File: src/hw/rtl/trfs_pkg.sv
`timescale 1ns / 1ps
// ----------------------------------------------------------------------------
// trfs_pkg: shared types and constants of the three-relay fill sequencer
// Holds the mode codes, register indexes, item and result layouts and the
// architectural state record used by the step logic and the top level.
// ----------------------------------------------------------------------------
package trfs_pkg;

   // Mode codes, as they appear on the result channel.
   localparam logic [2:0] MODE_IDLE  = 3'd0;
   localparam logic [2:0] MODE_SET1  = 3'd1;
   localparam logic [2:0] MODE_SET2  = 3'd2;
   localparam logic [2:0] MODE_SET3  = 3'd3;
   localparam logic [2:0] MODE_FILL  = 3'd4;
   localparam logic [2:0] MODE_LOCK  = 3'd5;

   // Fill phases: one per relay, then the closing phase.
   localparam logic [1:0] PHASE_RELAY1 = 2'd0;
   localparam logic [1:0] PHASE_RELAY2 = 2'd1;
   localparam logic [1:0] PHASE_RELAY3 = 2'd2;
   localparam logic [1:0] PHASE_END    = 2'd3;

   // Configuration register indexes.
   localparam logic CSR_TICKS_PER_UNIT   = 1'b0;
   localparam logic CSR_SAFETY_THRESHOLD = 1'b1;

   localparam logic [7:0] TICKS_PER_UNIT_RESET   = 8'd75;
   localparam logic [9:0] SAFETY_THRESHOLD_RESET = 10'd150;

   localparam logic [6:0] SHARE_STEP  = 7'd10;
   localparam logic [7:0] SHARE_MAX   = 8'd100;
   localparam logic [8:0] SHARE_LIMIT = 9'd101;

   // Reciprocal of ten for the share-to-count conversion: (x * 205) >> 11.
   localparam logic [7:0] DIV10_MULT  = 8'd205;
   localparam int         DIV10_SHIFT = 11;

   typedef struct packed {
      logic [9:0] fluid_level;
      logic       button_left;
      logic       button_right;
      logic       press_pending;
   } item_type;

   typedef struct packed {
      logic       press_consumed;
      logic [6:0] current_share;
      logic [1:0] active_relay;
      logic [2:0] mode;
   } result_type;

   typedef struct packed {
      logic [2:0]       mode;
      logic [1:0]       fill_phase;
      logic [6:0]       share_now;
      logic [6:0]       share_total;
      logic [2:0][3:0]  relay_counts;
      logic [15:0]      tick_count;
   } state_type;

   typedef struct packed {
      logic [7:0] ticks_per_unit;
      logic [9:0] safety_threshold;
   } cfg_type;

   // Share in percent to a count of tens.
   function automatic logic [3:0] share_to_count(input logic [6:0] share);
      logic [14:0] prod;
      prod = 15'(share) * 15'(DIV10_MULT);
      return prod[DIV10_SHIFT +: 4];
   endfunction

endpackage

File: src/hw/rtl/three_relay_timed_fill_sequencer.sv
`timescale 1ns / 1ps
// ----------------------------------------------------------------------------
// three_relay_timed_fill_sequencer: button-driven share setup and timed fill
//
//   channel  direction  handshake            payload
//   req      in         req_tvalid/tready    req_tdata: tick item
//   rsp      out        rsp_tvalid/tready    rsp_tdata: state after the tick
//   csr      in         csr_valid/ready      csr_index, csr_data
//
// One item per cycle while rsp_tready keeps the result register free; the accepting
// edge loads the input register, and the edge that advances it loads the result register.
// Reset clears the sequencer state and loads the register defaults.
// A stalled result register holds the input register, and req_tready drops
// only when both are full. csr_ready is always high.
// ----------------------------------------------------------------------------
module three_relay_timed_fill_sequencer
   import trfs_pkg::*;
(
   input  logic        clock,
   input  logic        reset,
   input  logic        req_tvalid,
   output logic        req_tready,
   // [0] press_pending, [1] button_right, [2] button_left,
   // [12:3] fluid_level, [15:13] zero
   input  logic [15:0] req_tdata,
   output logic        rsp_tvalid,
   input  logic        rsp_tready,
   // [2:0] mode, [4:3] active_relay, [11:5] current_share,
   // [12] press_consumed, [15:13] zero
   output logic [15:0] rsp_tdata,
   input  logic        csr_valid,
   output logic        csr_ready,
   input  logic        csr_index,
   input  logic [9:0]  csr_data
);

   logic       in_valid_ff;
   logic       in_valid_in;
   item_type   in_item_ff;
   item_type   in_item_in;
   logic       out_valid_ff;
   logic       out_valid_in;
   result_type out_res_ff;
   result_type out_res_in;
   state_type  state_ff;
   state_type  state_in;
   cfg_type    cfg_ff;
   cfg_type    cfg_in;
   state_type  step_nxt;
   result_type step_res;
   logic       out_free;
   logic       advance;

   assign out_free   = !out_valid_ff || rsp_tready;
   assign advance    = in_valid_ff && out_free;
   assign req_tready = !in_valid_ff || advance;
   assign csr_ready  = 1'b1;

   trfs_step u_step (
      .cur  (state_ff),
      .item (in_item_ff),
      .cfg  (cfg_ff),
      .nxt  (step_nxt),
      .res  (step_res)
   );

   always_comb begin
      in_valid_in  = in_valid_ff;
      in_item_in   = in_item_ff;
      out_valid_in = out_valid_ff;
      out_res_in   = out_res_ff;
      state_in     = state_ff;
      cfg_in       = cfg_ff;

      if (advance) begin
         in_valid_in = 1'b0;
      end
      if (req_tvalid && req_tready) begin
         in_valid_in = 1'b1;
         in_item_in  = item_type'(req_tdata[12:0]);
      end
      if (out_valid_ff && rsp_tready) begin
         out_valid_in = 1'b0;
      end
      if (advance) begin
         out_valid_in = 1'b1;
         out_res_in   = step_res;
         state_in     = step_nxt;
      end
      if (csr_valid && csr_ready) begin
         case (csr_index)
            CSR_TICKS_PER_UNIT:   cfg_in.ticks_per_unit   = csr_data[7:0];
            CSR_SAFETY_THRESHOLD: cfg_in.safety_threshold = csr_data;
            default:              cfg_in                  = cfg_ff;
         endcase
      end
   end

   always_ff @(posedge clock) begin
      if (reset) begin
         in_valid_ff  <= 1'b0;
         out_valid_ff <= 1'b0;
         state_ff     <= '0;
         cfg_ff.ticks_per_unit   <= TICKS_PER_UNIT_RESET;
         cfg_ff.safety_threshold <= SAFETY_THRESHOLD_RESET;
      end else begin
         in_valid_ff  <= in_valid_in;
         out_valid_ff <= out_valid_in;
         state_ff     <= state_in;
         cfg_ff       <= cfg_in;
      end
   end

   always_ff @(posedge clock) begin
      in_item_ff <= in_item_in;
      out_res_ff <= out_res_in;
   end

   assign rsp_tvalid = out_valid_ff;
   assign rsp_tdata  = {3'b000, out_res_ff};

   // Lockout holds until reset.
   a_lock_sticky: assert property (@(posedge clock) disable iff (reset)
      state_ff.mode == MODE_LOCK |=> state_ff.mode == MODE_LOCK)
      else $error("lockout mode left without reset");

   // A relay is reported only while filling.
   a_relay_in_fill: assert property (@(posedge clock) disable iff (reset)
      out_valid_ff && out_res_ff.active_relay != 2'd0 |-> out_res_ff.mode == MODE_FILL)
      else $error("active relay reported outside fill mode");

   // A share is reported only in the setup modes.
   a_share_in_setup: assert property (@(posedge clock) disable iff (reset)
      out_valid_ff && out_res_ff.current_share != 7'd0
         |-> out_res_ff.mode == MODE_SET1 || out_res_ff.mode == MODE_SET2
             || out_res_ff.mode == MODE_SET3)
      else $error("current share reported outside setup modes");

   // A held item is not dropped while the result side stalls.
   a_item_held: assert property (@(posedge clock) disable iff (reset)
      in_valid_ff && !out_free |=> in_valid_ff)
      else $error("input item lost during result stall");

endmodule

File: src/hw/rtl/trfs_fill.sv
`timescale 1ns / 1ps
// ----------------------------------------------------------------------------
// trfs_fill: timed fill sequencing for one tick in fill mode
// Compares the tick count with ticks_per_unit times the count of the relay
// in its phase, skips relays with a zero count and closes the fill.
// ----------------------------------------------------------------------------
module trfs_fill
   import trfs_pkg::*;
(
   input  state_type  cur,
   input  logic [7:0] ticks_per_unit,
   output state_type  nxt
);

   logic [3:0]  sel_count;
   logic [11:0] phase_ticks;
   logic        phase_done;
   logic        skip2;
   logic        skip3;

   always_comb begin
      case (cur.fill_phase)
         PHASE_RELAY1: sel_count = cur.relay_counts[0];
         PHASE_RELAY2: sel_count = cur.relay_counts[1];
         PHASE_RELAY3: sel_count = cur.relay_counts[2];
         default:      sel_count = 4'd0;
      endcase
   end

   assign phase_ticks = 12'(ticks_per_unit) * 12'(sel_count);
   assign phase_done  = cur.tick_count >= 16'(phase_ticks);
   assign skip2       = cur.relay_counts[1] == 4'd0;
   assign skip3       = cur.relay_counts[2] == 4'd0;

   always_comb begin
      logic [15:0] tick_base;
      nxt       = cur;
      tick_base = cur.tick_count;
      case (cur.fill_phase)
         PHASE_RELAY1: begin
            if (phase_done) begin
               nxt.fill_phase = PHASE_RELAY2 + 2'(skip2) + 2'(skip3);
               tick_base      = 16'd0;
            end
         end
         PHASE_RELAY2: begin
            if (phase_done) begin
               nxt.fill_phase = PHASE_RELAY3 + 2'(skip3);
               tick_base      = 16'd0;
            end
         end
         PHASE_RELAY3: begin
            if (phase_done) begin
               nxt.fill_phase = PHASE_END;
               tick_base      = 16'd0;
            end
         end
         default: begin
            nxt.fill_phase = PHASE_RELAY1;
            nxt.mode       = MODE_IDLE;
            tick_base      = 16'd0;
         end
      endcase
      nxt.tick_count = tick_base + 16'd1;
   end

endmodule

File: src/hw/rtl/trfs_step.sv
`timescale 1ns / 1ps
// ----------------------------------------------------------------------------
// trfs_step: next state and result for one tick
// Applies button presses in idle and the setup modes, the fill sequencer in fill
// mode and the level lockout, and forms the result item.
// ----------------------------------------------------------------------------
module trfs_step
   import trfs_pkg::*;
(
   input  state_type  cur,
   input  item_type   item,
   input  cfg_type    cfg,
   output state_type  nxt,
   output result_type res
);

   state_type fill_nxt;

   trfs_fill u_fill (
      .cur            (cur),
      .ticks_per_unit (cfg.ticks_per_unit),
      .nxt            (fill_nxt)
   );

   always_comb begin
      logic       limit_ok;
      logic       consumed;
      logic [7:0] sum2;
      logic [8:0] sum3;
      nxt      = cur;
      consumed = 1'b0;
      limit_ok = 1'b0;
      sum2     = 8'(cur.share_total) + 8'(cur.share_now);
      sum3     = 9'(sum2) + 9'(SHARE_STEP);

      if (cur.mode == MODE_FILL) begin
         nxt = fill_nxt;
      end else if (item.press_pending && cur.mode <= MODE_SET3) begin
         if (cur.mode != MODE_IDLE && item.button_left) begin
            case (cur.mode)
               MODE_SET1: limit_ok = 8'(cur.share_now) < SHARE_MAX;
               MODE_SET2: limit_ok = sum2 < SHARE_MAX;
               default:   limit_ok = sum3 < SHARE_LIMIT;
            endcase
            if (limit_ok) begin
               nxt.share_now = cur.share_now + SHARE_STEP;
            end
            consumed = 1'b1;
         end
         if (item.button_right) begin
            // The right action sees the share as left by the left action.
            case (cur.mode)
               MODE_IDLE: begin
                  nxt.share_total = 7'd0;
               end
               MODE_SET1: begin
                  nxt.relay_counts[0] = share_to_count(nxt.share_now);
                  nxt.share_total     = nxt.share_now;
               end
               MODE_SET2: begin
                  nxt.share_total     = cur.share_total + nxt.share_now;
                  nxt.relay_counts[1] = share_to_count(nxt.share_now);
               end
               default: begin
                  if (cur.relay_counts[0] == 4'd0) begin
                     nxt.fill_phase = cur.fill_phase + 2'd1;
                  end
                  nxt.share_total     = cur.share_total + nxt.share_now;
                  nxt.relay_counts[2] = share_to_count(nxt.share_now);
               end
            endcase
            if (cur.mode != MODE_IDLE) begin
               nxt.share_now = 7'd0;
            end
            nxt.mode = cur.mode + 3'd1;
            consumed = 1'b1;
         end
      end

      if (item.fluid_level > cfg.safety_threshold) begin
         nxt.mode = MODE_LOCK;
      end

      res.mode           = nxt.mode;
      res.press_consumed = consumed;
      res.active_relay   = 2'd0;
      res.current_share  = 7'd0;
      if (nxt.mode == MODE_FILL && nxt.fill_phase != PHASE_END) begin
         res.active_relay = nxt.fill_phase + 2'd1;
      end
      if (nxt.mode >= MODE_SET1 && nxt.mode <= MODE_SET3) begin
         res.current_share = nxt.share_now;
      end
   end

endmodule

File: config.mk
export PLATFORM = sky130hd
export DESIGN_NAME = three_relay_timed_fill_sequencer
export DESIGN_NICKNAME = d
export VERILOG_FILES = /design/src/hw/rtl/trfs_pkg.sv /design/src/hw/rtl/three_relay_timed_fill_sequencer.sv /design/src/hw/rtl/trfs_fill.sv /design/src/hw/rtl/trfs_step.sv
export SDC_FILE = /design/constraint.sdc
export NUM_CORES = 1
export LEC_CHECK = 0
export BUFFER_PORTS_ARGS = -buffer_cell sky130_fd_sc_hd__buf_2
export CELL_PAD_IN_SITES_DETAIL_PLACEMENT = 0
export CELL_PAD_IN_SITES_GLOBAL_PLACEMENT = 1
export CORE_ASPECT_RATIO = 0.9
export CORE_MARGIN = 2
export CORE_UTILIZATION = 48
export DETAILED_ROUTE_END_ITERATION = 8
export MAX_ROUTING_LAYER = met4
export PLACE_DENSITY = 0.84
export SETUP_SLACK_MARGIN = 0.1
export SLEW_MARGIN = 20
export SYNTH_ARGS = -nofsm -noshare
export SYNTH_HDL_FRONTEND = slang
export SYNTH_HIERARCHICAL = 1
export SYNTH_SLANG_ARGS = --single-unit
File: constraint.sdc
create_clock -name clock -period 7.2 [get_ports clock]
set_clock_uncertainty 0.15 [all_clocks]
set_input_delay 1.44 -clock clock [delete_from_list [all_inputs] [get_ports clock]]
set_output_delay 1.44 -clock clock [all_outputs]
set_load 0.05 [all_outputs]
==> run summary <==
CTS clk-pin slew, worst paths -> 70 ps
Reg2reg path depth -> 29
Adder-Cell Fraction of Synth Area -> 0.174
Max Cap Viol -> 0
Fin crit period -> 6630 ps
Clock share of power -> 0.344
Top cell type's share of synthesized area -> 0.154
Yosys warns -> 6
Hold-fix buffers, CTS -> 0
Synthesized area -> 8710 µm²
Power Total -> 1.36 mW
Die area -> 19,200 µm²
GR Overflow Total -> 0
Most common cell on crit path -> ha_1
Internal power -> 0.921 mW
Crit path to -> state_ff[21]$_SDFFE_PP0P_
Initial antenna violation count -> 1
Synth top area cells -> dfxtp_1 (15%), ha_1 (12%), edfxtp_1 (9.0%)
Most common cell in the netlist -> nand2_1
Critical path launch point type -> register
Critical path required time -> 7340 ps
Worst slew margin -> 0.424
Largest net degree at the start of global routing -> 115
First-pass GRT wire length -> 32,500 µm
Post-route cell area -> 9250 µm²
Detailed router's first-iteration violation count -> 483
Synth Area in Simple Gates -> 0.262
Switching power -> 0.439 mW
Routed Antenna Nets -> 0
Leakage Power -> 4.06 nW
Compound-cell area share of the yosys netlist -> 0.127
Slew @ Worst Pin -> 863 ps
Syn avg cell area -> 8.21 µm²
Post-route clock period utilization -> 0.921
Area Overhead vs Synth -> 6.27%
DR pass1 iterations -> 5
Crit path DAT -> 6770 ps
I/O Pins -> 51
Layout net count -> 1,204
Slew Viols, Final -> 0
Critical-path maximum fanout -> 5
CTS tree -> done
Slowest CP cell -> fa_1
R2R Path End -> state_ff[21]$_SDFFE_PP0P_
Max incr delay on CP -> 550 ps
Outcome -> complete, no violations
CTS HTree Levels -> 3
Pwr per Cell Area -> 147 nW/µm²
Predominant post-synthesis flop cell -> dfxtp_1
CP startpoint -> state_ff[28]$_SDFFE_PP0P_
Die Width -> 146 µm
Synth Area in XOR/XNOR -> 0.0372
Number of global-route vias before repair -> 6,437
Seq/Total Area, Yosys -> 0.244
Final Hold Viols -> 0
Ant diodes -> 0
Setup violations, final -> 0
Hold path depth -> 2
Wire length per cell -> 14.5 µm
Reg-to-reg slack, setup -> 570 ps
Tot GR Track Use -> 0.210
Via Count -> 6,871
VDD IR max -> 0.000132 V
Flop pwr share -> 0.424
Number of cells produced by synthesis -> 1,061
Starting Density -> 0.493
Vias per cell -> 5.25
Post-DP HPWL -> 14,200 µm
RSZ-0062 raised after global routing -> no
Synth area leader -> dfxtp_1
R2r startpoint -> state_ff[28]$_SDFFE_PP0P_
Comb power frac -> 0.232
Crit Path Class -> register to register
Fmax -> 151 MHz
GP Congestion -> 0.906
DRT Wirelength -> 18,900 µm
Cell Rows -> 46
Num CTS Buffers -> 9
Die H -> 132 µm
Clk root buf -> clkbuf_16
Port Buffers -> 43
Hold/Removal Path Class -> register to register
Post-synthesis mux area share -> 0.0635
Clk_lat worst skew -> 360 ps
Count of state elements after synthesis -> 93
Layout cells sized above 1 -> 0.101
Critical Path End Type -> register
Most frequent cells after synthesis -> nand2_1 (139), nand2b_1 (100), ha_1 (86)
Main combinational cell family by area after synthesis -> simple AND/OR/NAND/NOR gates
Cell variety after synth -> 74
Post-synth EDFFs -> 26
Clk buf depth -> 2
Core area -> 17,700 µm²
Sink Count -> 93
Sw frac -> 0.323
Placed cell areas -> 8890 µm²
Asr flop ratio synth -> 0
TNS Setup -> 0 ps
DRC violations left -> 0
Final Core Density -> 0.524
[cell families after synthesis]
kind of cell	Yosys count
XOR/XNOR	34
AO/OA/AOI/OAI	170
multiplexers	55
AND/OR/NAND/NOR	438
buffers and inverters	160
flip-flops	93
other	3
adder cells (fa/ha/maj)	108
[worst min-delay path by stage]
stage | endpoint | start
5_1_grt | cfg_ff[5]$_SDFFE_PP0P_ | cfg_ff[5]$_SDFFE_PP0P_
4_1_cts | cfg_ff[9]$_SDFFE_PP0P_ | cfg_ff[9]$_SDFFE_PP0P_
3_5_place_dp | cfg_ff[9]$_SDFFE_PP0P_ | cfg_ff[9]$_SDFFE_PP0P_
2_1_floorplan | cfg_ff[3]$_SDFFE_PP0P_ | cfg_ff[3]$_SDFFE_PP0P_
6_report | cfg_ff[9]$_SDFFE_PP0P_ | cfg_ff[9]$_SDFFE_PP0P_
3_3_place_gp | cfg_ff[6]$_SDFFE_PP0P_ | cfg_ff[6]$_SDFFE_PP0P_
[through the flow]
step / instances / setup WS (ps) / hold WS [ps]
2_1_floorplan: 1065 / 848 / 286
3_3_place_gp: 1291 / 385 / 294
3_5_place_dp: 1291 / 279 / 300
4_1_cts: 1307 / 219 / 310
5_1_grt: 1309 / 72.6 / 324
6_report: 1309 / 571 / 311
[routing by layer]
| layer | wire length [µm] | share of wire | track usage | vias to the layer above |
|---|---|---|---|---|
| met1 | 9820 | 0.52 | 0.307 | 3127 |
| met3 | 816 | 0.043 | 0.0322 | 15 |
| met5 | 0 | 0 | - | - |
| li1 | - | - | - | 3581 |
| met2 | 8070 | 0.43 | 0.306 | 148 |
| met4 | 216 | 0.011 | 0.0458 | 0 |
[timing repair]
action / 4_1_cts / 5_1_grt
resized for setup: 0 / 21
setup endpoints to repair: 0 / 15
buffers inserted: 0 / 2
[flip-flops by register name, indices dropped and copies added (netlist names)]
signal	cells
in_valid_ff	1
rsp_tdata	13
rsp_tvalid	1
in_item_ff	13
state_ff	47
cfg_ff	18
[worst max-delay path: cells and delay by family (launching register included)]
family	cells	cell delay, ps
buffers and inverters	4	370
AOI/OAI and AO/OA	5	930
and+or+nand+nor	10	1940
muxes	1	120
adders and majority gates	6	2030
DFF	1	360
xor gates and xnor gates	3	630
[power by group through the flow]
| stage | clock network (mW) | registers (mW) | logic, mW |
|---|---|---|---|
| after floorplan | 0 | 0.597 | 0.232 |
| after global placement | 0 | 0.588 | 0.304 |
| after detailed placement | 0 | 0.588 | 0.309 |
| after CTS | 0.484 | 0.576 | 0.312 |
| after global routing | 0.499 | 0.580 | 0.357 |
| final | 0.468 | 0.576 | 0.316 |
[final cells by class]
class / instances / area (µm²)
fillers: 1722 / 8420
multi-input cells: 812 / 5870
flip-flops and latches: 93 / 2130
repair buffers: 61 / 350
inverters: 87 / 327
well taps: 240 / 300
clock buffers: 10 / 229
clock inverters: 6 / 53.8
[cell usage in the layout, fill, tap and decap left out, types with 7 or more instances in the layout]
cell type and instances:
dfxtp_1 64, buf_4 18, a21oi_1 51, xnor2_1 14, and2_1 35, fa_1 21, inv_1 85, a21o_1 7
nor3_1 12, mux2i_1 53, and3_1 10, o21ai_0 30, nand3_1 8, nor2_1 63, nand4_1 10, ha_1 86
a22oi_1 7, clkbuf_16 9, o21a_1 10, xor2_1 17, nand2_1 139, nand2b_1 100, o21ai_1 9, nor2b_1 16
buf_2 43, edfxtp_1 26, conb_1 7, nor4_1 7, nand3b_1 10
Power figures use the tool's default switching activity.
